==> src/hdl/pse_pkg.sv <==
// postfix_stack_evaluator shared types and constants
// no dependencies
package pse_pkg;

	localparam int unsigned DataW = 32;

	typedef enum logic [1:0] {
		KIND_PUSH = 2'd0,
		KIND_OP   = 2'd1,
		KIND_END  = 2'd2,
		KIND_NONE = 2'd3
	} kind_t;

	typedef enum logic [2:0] {
		OP_ADD = 3'd0,
		OP_SUB = 3'd1,
		OP_MUL = 3'd2,
		OP_DIV = 3'd3,
		OP_REM = 3'd4,
		OP_POW = 3'd5,
		OP_RS6 = 3'd6,
		OP_RS7 = 3'd7
	} op_t;

	typedef enum logic [2:0] {
		ST_OK    = 3'd0,
		ST_DIV0  = 3'd1,
		ST_ZPZ   = 3'd2,
		ST_UNDER = 3'd3,
		ST_OVER  = 3'd4,
		ST_EMPTY = 3'd5
	} status_t;

	typedef enum logic [1:0] {
		AU_MUL = 2'd0,
		AU_DIV = 2'd1,
		AU_POW = 2'd2
	} au_mode_t;

	typedef struct packed {
		logic     go;
		au_mode_t mode;
	} au_ctl_t;

	typedef enum logic [3:0] {
		S_IDLE,
		S_RD_R,
		S_WT_R,
		S_RD_L,
		S_WT_L,
		S_EXEC,
		S_ARITH,
		S_WB,
		S_END_RD,
		S_END_WT,
		S_DONE
	} fsm_t;

endpackage

==> src/hdl/pse_arith.sv <==
// shared iterative unit: shift-add multiply, restoring divide, square-multiply power
// depends on pse_pkg
module pse_arith (
	input  logic                          clk,
	input  logic                          arst_n,
	input  pse_pkg::au_ctl_t              ctl,
	input  logic [pse_pkg::DataW-1:0]     a,
	input  logic [pse_pkg::DataW-1:0]     b,
	output logic                          done,
	output logic [pse_pkg::DataW-1:0]     prod,
	output logic [pse_pkg::DataW-1:0]     quo,
	output logic [pse_pkg::DataW-1:0]     rem
);
	import pse_pkg::*;

	// one bit of multiplier or dividend per cycle
	logic             busy_q;
	au_mode_t         mode_q;
	logic [5:0]       cnt_q;
	logic [DataW-1:0] acc_q;
	logic [DataW-1:0] mcand_q;
	logic [DataW-1:0] mplier_q;
	logic [DataW-1:0] dvs_q;
	// power: base, exponent, and multiply phase
	logic [DataW-1:0] base_q;
	logic [DataW-1:0] expo_q;
	logic [DataW-1:0] pacc_q;
	logic [1:0]       pph_q;
	logic [DataW:0]   trial;
	logic [DataW-1:0] rem_sh;

	assign rem_sh = {acc_q[DataW-2:0], mplier_q[DataW-1]};
	assign trial  = {1'b0, rem_sh} - {1'b0, dvs_q};

	assign prod = acc_q;
	assign quo  = mplier_q;
	assign rem  = acc_q;

	always_ff @(posedge clk or negedge arst_n) begin
		if (!arst_n) begin
			busy_q <= 1'b0;
			done   <= 1'b0;
			mode_q <= AU_MUL;
			cnt_q  <= '0;
			pph_q  <= '0;
		end else begin
			done <= 1'b0;
			if (ctl.go && !busy_q) begin
				busy_q <= 1'b1;
				mode_q <= ctl.mode;
				cnt_q  <= '0;
				pph_q  <= '0;
			end else if (busy_q) begin
				unique case (mode_q)
					AU_MUL, AU_DIV: begin
						cnt_q <= cnt_q + 6'd1;
						if (cnt_q == 6'd31) begin
							busy_q <= 1'b0;
							done   <= 1'b1;
						end
					end
					AU_POW: begin
						// phases: 0 decide, 1 acc*=base running, 2 base*=base running
						if (pph_q == 2'd0) begin
							if (expo_q == '0) begin
								busy_q <= 1'b0;
								done   <= 1'b1;
							end else begin
								pph_q <= expo_q[0] ? 2'd1 : 2'd2;
								cnt_q <= '0;
							end
						end else begin
							if (cnt_q == 6'd31) begin
								cnt_q <= '0;
								pph_q <= (pph_q == 2'd1) ? 2'd2 : 2'd0;
							end else begin
								cnt_q <= cnt_q + 6'd1;
							end
						end
					end
					default: busy_q <= 1'b0;
				endcase
			end
		end
	end

	always_ff @(posedge clk) begin
		if (ctl.go && !busy_q) begin
			unique case (ctl.mode)
				AU_MUL: begin
					acc_q    <= '0;
					mcand_q  <= a;
					mplier_q <= b;
				end
				AU_DIV: begin
					acc_q    <= '0;
					mplier_q <= a;
					dvs_q    <= b;
				end
				default: begin
					base_q <= a;
					expo_q <= b;
					pacc_q <= {{(DataW-1){1'b0}}, 1'b1};
				end
			endcase
		end else if (busy_q) begin
			unique case (mode_q)
				AU_MUL: begin
					acc_q    <= (acc_q << 1) + (mplier_q[DataW-1] ? mcand_q : '0);
					mplier_q <= mplier_q << 1;
				end
				AU_DIV: begin
					if (!trial[DataW]) acc_q <= trial[DataW-1:0];
					else acc_q <= rem_sh;
					mplier_q <= {mplier_q[DataW-2:0], ~trial[DataW]};
				end
				AU_POW: begin
					if (pph_q == 2'd0) begin
						if (expo_q != '0) begin
							acc_q    <= '0;
							mcand_q  <= expo_q[0] ? pacc_q : base_q;
							mplier_q <= base_q;
						end else begin
							acc_q <= pacc_q;
						end
					end else begin
						if (cnt_q == 6'd31) begin
							if (pph_q == 2'd1) begin
								pacc_q   <= (acc_q << 1) + (mplier_q[DataW-1] ? mcand_q : '0);
								acc_q    <= '0;
								mcand_q  <= base_q;
								mplier_q <= base_q;
							end else begin
								base_q <= (acc_q << 1) + (mplier_q[DataW-1] ? mcand_q : '0);
								expo_q <= expo_q >> 1;
							end
						end else begin
							acc_q    <= (acc_q << 1) + (mplier_q[DataW-1] ? mcand_q : '0);
							mplier_q <= mplier_q << 1;
						end
					end
				end
				default: ;
			endcase
		end
	end

endmodule

==> src/hdl/postfix_stack_evaluator_core.sv <==
// postfix evaluator top level: operand stack memory and sequencer
// depends on pse_pkg and pse_arith
//
// Pulse start while busy is low; exactly one result strobe follows per item and
// cannot be stalled. Add and subtract are done in the sequencer; multiply, divide and
// remainder run on the one-bit-a-cycle shared unit, and power runs square-and-multiply
// on that same unit. Stack reads go through a registered memory port.
module postfix_stack_evaluator_core #(
	parameter int unsigned STACK_DEPTH = 16
) (
	input  logic        clk,
	input  logic        arst_n,
	input  logic        start,
	output logic        busy,
	input  logic [1:0]  kind,
	input  logic [30:0] operand_value,
	input  logic [2:0]  operator_code,
	output logic        result_valid,
	output logic signed [31:0] result_value,
	output logic [2:0]  status,
	output logic [4:0]  stack_count
);
	import pse_pkg::*;

	localparam int unsigned AW = (STACK_DEPTH > 1) ? $clog2(STACK_DEPTH) : 1;
	localparam int unsigned PW = $clog2(STACK_DEPTH + 1);

	logic [DataW-1:0] mem [STACK_DEPTH];
	logic [DataW-1:0] rd_q;
	logic             we;
	logic [AW-1:0]    waddr, raddr;
	logic [DataW-1:0] wdata;

	fsm_t state_q, state_d;
	logic [PW-1:0]    sp_q;
	kind_t            kind_q;
	op_t              op_q;
	logic [DataW-1:0] r_q, l_q, res_q;
	status_t          st_q;

	au_ctl_t          au_ctl;
	logic             au_done;
	logic [DataW-1:0] au_a, au_b, au_prod, au_quo, au_rem;
	logic [DataW-1:0] mag_l, mag_r, sum;
	logic             full;

	assign mag_l = l_q[DataW-1] ? (~l_q + 1'b1) : l_q;
	assign mag_r = r_q[DataW-1] ? (~r_q + 1'b1) : r_q;
	assign full  = (sp_q >= PW'(STACK_DEPTH));

	always_ff @(posedge clk) begin
		if (we) mem[waddr] <= wdata;
		rd_q <= mem[raddr];
	end

	pse_arith u_arith (
		.clk(clk), .arst_n(arst_n), .ctl(au_ctl), .a(au_a), .b(au_b),
		.done(au_done), .prod(au_prod), .quo(au_quo), .rem(au_rem)
	);

	always_comb begin
		state_d = state_q;
		unique case (state_q)
			S_IDLE: if (start) begin
				unique case (kind_t'(kind))
					KIND_PUSH: state_d = S_DONE;
					KIND_OP:   state_d = (operator_code > 3'(OP_POW) || sp_q == '0)
						? S_DONE : S_RD_R;
					KIND_END:  state_d = (sp_q == '0) ? S_DONE : S_END_RD;
					default:   state_d = S_DONE;
				endcase
			end
			S_RD_R:   state_d = S_WT_R;
			S_WT_R:   state_d = (sp_q == '0) ? S_DONE : S_RD_L;
			S_RD_L:   state_d = S_WT_L;
			S_WT_L:   state_d = S_EXEC;
			S_EXEC: begin
				priority if ((op_q == OP_DIV || op_q == OP_REM) && r_q == '0)
					state_d = S_DONE;
				else if (op_q == OP_POW && l_q == '0 && r_q == '0) state_d = S_DONE;
				else if (op_q == OP_ADD || op_q == OP_SUB) state_d = S_WB;
				else if (op_q == OP_POW && r_q[DataW-1]) state_d = S_WB;
				else state_d = S_ARITH;
			end
			S_ARITH:  if (au_done) state_d = S_WB;
			S_WB:     state_d = S_DONE;
			S_END_RD: state_d = S_END_WT;
			S_END_WT: state_d = S_DONE;
			S_DONE:   state_d = S_IDLE;
			default:  state_d = S_IDLE;
		endcase
	end

	always_comb begin
		busy  = (state_q != S_IDLE);
		au_ctl.go   = (state_q == S_EXEC) && (state_d == S_ARITH);
		au_ctl.mode = (op_q == OP_MUL) ? AU_MUL : (op_q == OP_POW) ? AU_POW : AU_DIV;
		au_a  = (op_q == OP_DIV || op_q == OP_REM) ? mag_l : l_q;
		au_b  = (op_q == OP_DIV || op_q == OP_REM) ? mag_r : r_q;
		// the pointer has already stepped down past the entry being read
		raddr = AW'(sp_q);
		we    = 1'b0;
		waddr = AW'(sp_q);
		wdata = res_q;
		sum   = (op_q == OP_SUB) ? (l_q - r_q) : (l_q + r_q);
		if (state_q == S_IDLE && start && kind_t'(kind) == KIND_PUSH && !full) begin
			we    = 1'b1;
			wdata = {1'b0, operand_value};
		end else if (state_q == S_WB) begin
			we = 1'b1;
		end
	end

	always_ff @(posedge clk or negedge arst_n) begin
		if (!arst_n) begin
			state_q      <= S_IDLE;
			sp_q         <= '0;
			st_q         <= ST_OK;
			result_valid <= 1'b0;
		end else begin
			state_q      <= state_d;
			result_valid <= (state_q == S_DONE);
			if (state_q == S_IDLE && start) begin
				st_q <= ST_OK;
				priority if (kind_t'(kind) == KIND_PUSH) begin
					if (full) st_q <= ST_OVER;
					else sp_q <= sp_q + 1'b1;
				end else if (kind_t'(kind) == KIND_OP && operator_code <= 3'(OP_POW)) begin
					if (sp_q == '0) st_q <= ST_UNDER;
					else sp_q <= sp_q - 1'b1;
				end else if (kind_t'(kind) == KIND_END) begin
					if (sp_q == '0) st_q <= ST_EMPTY;
					else sp_q <= sp_q - 1'b1;
				end
			end
			if (state_q == S_WT_R) begin
				if (sp_q == '0) st_q <= ST_UNDER;
				else sp_q <= sp_q - 1'b1;
			end
			if (state_q == S_EXEC) begin
				if ((op_q == OP_DIV || op_q == OP_REM) && r_q == '0) st_q <= ST_DIV0;
				else if (op_q == OP_POW && l_q == '0 && r_q == '0) st_q <= ST_ZPZ;
			end
			if (state_q == S_WB) sp_q <= sp_q + 1'b1;
		end
	end

	always_ff @(posedge clk) begin
		if (state_q == S_IDLE && start) begin
			kind_q <= kind_t'(kind);
			op_q   <= op_t'(operator_code);
			res_q  <= '0;
		end
		if (state_q == S_WT_R) r_q <= rd_q;
		if (state_q == S_WT_L) l_q <= rd_q;
		if (state_q == S_EXEC) begin
			if (op_q == OP_POW) res_q <= {{(DataW-1){1'b0}}, 1'b1};
			else res_q <= sum;
		end
		if (state_q == S_ARITH && au_done) begin
			unique case (op_q)
				OP_DIV:  res_q <= (l_q[DataW-1] ^ r_q[DataW-1]) ? (~au_quo + 1'b1) : au_quo;
				OP_REM:  res_q <= l_q[DataW-1] ? (~au_rem + 1'b1) : au_rem;
				default: res_q <= au_prod;
			endcase
		end
		if (state_q == S_END_WT) res_q <= rd_q;
		if (state_q == S_DONE) begin
			result_value <= (kind_q == KIND_END && st_q == ST_OK) ? res_q : '0;
			status       <= st_q;
			stack_count  <= 5'(sp_q);
		end
	end

endmodule

==> config.mk <==
export PLATFORM = sky130hd
export DESIGN_NAME = postfix_stack_evaluator_core
export DESIGN_NICKNAME = d
export VERILOG_FILES = /design/src/hdl/pse_pkg.sv /design/src/hdl/pse_arith.sv /design/src/hdl/postfix_stack_evaluator_core.sv
export SDC_FILE = /design/constraint.sdc
export NUM_CORES = 2
export LEC_CHECK = 0
export BUFFER_PORTS_ARGS = -buffer_cell sky130_fd_sc_hd__buf_2
export CORE_AREA = 5 5 325 327
export DETAILED_ROUTE_END_ITERATION = 12
export DIE_AREA = 0 0 330 332
export GPL_TIMING_DRIVEN = 1
export PLACE_DENSITY_LB_ADDON = 0.3
export SYNTH_ARGS = -nofsm -noshare
export SYNTH_HDL_FRONTEND = slang
export SYNTH_SLANG_ARGS = --single-unit
==> constraint.sdc <==
create_clock -name clk -period 10.8 [get_ports clk]
set_clock_uncertainty 0.15 [all_clocks]
set_input_delay 1.62 -clock clk [delete_from_list [all_inputs] [get_ports clk]]
set_output_delay 1.62 -clock clk [all_outputs]
set_load 0.02 [all_outputs]
==> flow_metrics.env <==
export IMPL_synth_top_family_by_area="compound AO/OA/AOI/OAI gates"
export IMPL_die_h_um=332
export IMPL_synth_seq_cells=934
export IMPL_route_met3_wl_mm=8.22
export IMPL_ys_warn_count=0
export IMPL_worstSetupEndpointType="register"
export IMPL_overflow=0
export IMPL_grt_usage=0.213
export IMPL_required_ns=11.02
export IMPL_syn_nets=3574
export IMPL_grt_start_max_net_pins=98
export IMPL_drt_iter0_drc=2976
export IMPL_drt_pass1_iterations=9
export IMPL_ys_seq_area_frac=0.605
export IMPL_timing_fmax_mhz=176
export IMPL_cts_sinks=934
export IMPL_via_per_inst=5.96
export IMPL_grt_setup_unrepaired="false"
export IMPL_slew_headroom=0.224
export IMPL_cts_repair_resize_count=0
export IMPL_yosys_most_used_dff="edfxtp_1"
export IMPL_drv_slew=0
export IMPL_switchingPower_mw=3.28
export IMPL_power_frac_comb=0.247
export IMPL_post_route_period_util=0.527
export IMPL_met1_length_mm=50.0
export IMPL_layout_drive_gt1_share=0.154
export IMPL_synthesis_area_sq_um=45700
export IMPL_highest_layer="met4"
export IMPL_multi_input_area_sq_um=17100
export IMPL_synth_xor_area_frac=0.0378
export IMPL_ir_drop_uv=167
export IMPL_portBuffers=80
export IMPL_async_flop_share=0.0268
export IMPL_grt_pass1_vias=28400
export IMPL_routedWlPerCell_um=24.2
export IMPL_power_frac_clock=0.297
export IMPL_p_leak_nw=18.0
export IMPL_antenna_left=0
export IMPL_syn_area_per_cell_sq_um=13.3
export IMPL_hp_class="register to register"
export IMPL_fin_nets=3626
export IMPL_yosys_area_share_simple=0.0990
export IMPL_pin_count=81
export IMPL_path_class="register to register"
export IMPL_num_fill_cells=8746
export IMPL_setup_viol=0
export IMPL_drcViolationCount=0
export IMPL_cts_setup_buffers=0
export IMPL_cp_arrival_ns=5.91
export IMPL_drv_cap=0
export IMPL_clock_path_buffers=3
export IMPL_die_area_sq_um=110000
export IMPL_clock_root_buffer="clkbuf_16"
export IMPL_power_mw=10.7
export IMPL_routabilityCongestion=0.897
export IMPL_insertion_delay_ns=0.66
export IMPL_synth_compound_area_share=0.110
export IMPL_switching_share=0.306
export IMPL_worst_setup_path_start_kind="register"
export IMPL_synth_edf_count=877
export IMPL_path_clk_slew_ns=0.06
export IMPL_fp_row_count=118
export IMPL_htreeDepth=3
export IMPL_synthAdderAreaFrac=0.0317
export IMPL_hold_viol_final=0
export IMPL_antenna_found_initial=2
export IMPL_yosys_mux_area_fraction=0.0936
export IMPL_internal_power_mw=7.43
export IMPL_tightest_slew_ns=1.15
export IMPL_power_density_nw_per_um2=212
export IMPL_cts_tree="done"
export IMPL_design_area_sq_um=50600
export IMPL_wirelength_mm=119
export IMPL_utilization=0.493
export IMPL_placed_area_sq_um=47600
export IMPL_holdBufCountCts=0
export IMPL_grt_pass1_wl_mm=179
export IMPL_n_antenna_cell=0
export IMPL_status="complete, no violations"
export IMPL_seqPwrFrac=0.456
export IMPL_cts_buffers=93
export IMPL_met2_length_mm=57.6
export IMPL_setup_tns_final_ns=0
export IMPL_yosysUniqueCellTypes=85
export IMPL_crit_fanout=97
export IMPL_coreArea_sq_um=103000
export IMPL_area_growth_pct=10.8
export IMPL_fp_dieW_um=330
export IMPL_via_count=29400
export IMPL_seqCellArea_sq_um=27600
export IMPL_fin_crit_ns=5.70
export IMPL_synth_cells=3421
export IMPL_start_util=0.445
export IMPL_hpwl_mm=78.7
==> routing by layer <==
layer,up-vias,global-route usage
met5,-,0
met4,0,0.0616
met3,199,0.0238
met2,1182,0.350
met1,14700,0.302
li1,13300,-
==> placed cells by master (no fill, tap or decap), types with 32 or more instances in the layout <==
cell type and count:
buf_2 80, a21oi_1 232, and3_1 47, inv_1 85, a21o_1 42, ha_1 111, mux4_2 160, dfxtp_1 32
o21ai_0 169, mux2_2 47, xor2_1 96, nor3_1 44, nand2_1 330, edfxtp_1 877, a31oi_1 32, and2_1 106
o31ai_1 32, clkbuf_16 94, buf_4 52, nor2_1 163, a221oi_1 39, xnor2_1 101
==> Yosys cell counts (10+ instances only) <==
master      n  area, sq um
dfxtp_1    32          641
a222oi_1   13          130
buf_2      18         90.1
nand3_1    30          150
nor3b_1    15          113
inv_1      85          319
or3_1      18          113
xnor2_1   101          885
ha_1      111         1390
nor3_1     44          220
o221ai_1   11         96.3
a22oi_1    27          203
a211o_1    10         87.6
nor4_1     24          150
o211ai_1   18          135
clkbuf_1  130          488
a221oi_1   39          342
mux4_2    160         3600
nand2_1   331         1240
edfxtp_1  877        26300
xor2_1     96          841
dfrtp_1    25          626
o21bai_1   28          210
nand4_1    22          138
or4_1      11         82.6
mux2_2     47          529
a211oi_1   18          135
a21oi_1   233         1170
buf_1      14         52.6
and2_1    123          769
o21a_1     19          143
a21o_1     42          315
nor2_1    165          619
nor2b_1    11         68.8
o31ai_1    32          240
mux2i_1    14          140
or2_2      12         75.1
and3_1     48          300
nand2b_1   23          144
buf_4      10         75.1
o21ai_0   172          861
o41ai_1    10         87.6
a31oi_1    32          200
==> final timing paths <==
| path | from | to | slack [ns] | cells after the start |
|---|---|---|---|---|
| max in group asynchronous | arst_n | sp_q[3] | 9.19 | 1 |
| min in group asynchronous | arst_n | sp_q[1] | 0.83 | 1 |
| max | sp_q[0] | u_arith.base_q[18] | 5.10 | 11 |
| min | rd_q[18] | l_q[18] | 0.30 | 0 |
| min reg2reg | rd_q[18] | l_q[18] | 0.30 | 0 |
| max reg2reg | sp_q[0] | u_arith.base_q[18] | 5.10 | 11 |
==> final cells by class <==
class	instances	share of cell area
Inverter	85	0.00631
Sequential cell	934	0.546
Clock buffer	133	0.0520
Timing Repair Buffer	133	0.0160
Clock inverter	38	0.00725
Multi-Input combinational cell	2226	0.339
Tap cell	1380	0.0341
==> power by group through the flow <==
stage	clock [mW]	sequential (mW)	combinational [mW]
CTS	3.23	4.89	2.64
global route	3.39	4.93	2.86
global placement	0	4.96	2.60
finish	3.18	4.88	2.64
detailed placement	0	4.96	2.62
floorplan	0	4.71	2.03
==> cells by family after synthesis <==
family                     Yosys count
muxes                              221
AOI/OAI and AO/OA                  781
xor gates and xnor gates           197
buffers and inverters              261
DFF                                934
adders and majority gates          114
and+or+nand+nor                    913
==> state kept, by name (all words and copies together), names as in the netlist, 4 cells and up <==
register and count:
l_q 32, mem 512, r_q 32, rd_q 32, res_q 32, result_value 32
sp_q 5, stack_count 5, state_q 4, u_arith.base_q 32, u_arith.cnt_q 6, u_arith.dvs_q 32
u_arith.expo_q 32, u_arith.mcand_q 32, u_arith.pacc_q 32, u_arith.prod 32, u_arith.quo 32
==> through the flow <==
stage | hold slack, ns | cells | setup WS [ns]
2_1_floorplan | 0.273 | 3421 | 2.41
3_3_place_gp | 0.287 | 4758 | 5.20
3_5_place_dp | 0.295 | 4758 | 5.06
4_1_cts | 0.308 | 4929 | 5.10
5_1_grt | 0.330 | 4929 | 4.62
6_report | 0.303 | 4929 | 5.10
==> critical path: stages (launching register included) <==
cell,delay [ns]
dfrtp_4,0.77
inv_1,0.26
ha_1,0.29
or4b_2,0.72
a21oi_1,0.19
o31a_1,0.14
o21ai_0,0.12
nor3_1,0.55
and2_4,0.89
buf_4,0.85
nor2_1,0.15
o21bai_1,0.21
Note: power is estimated with default switching activity, not from simulation.
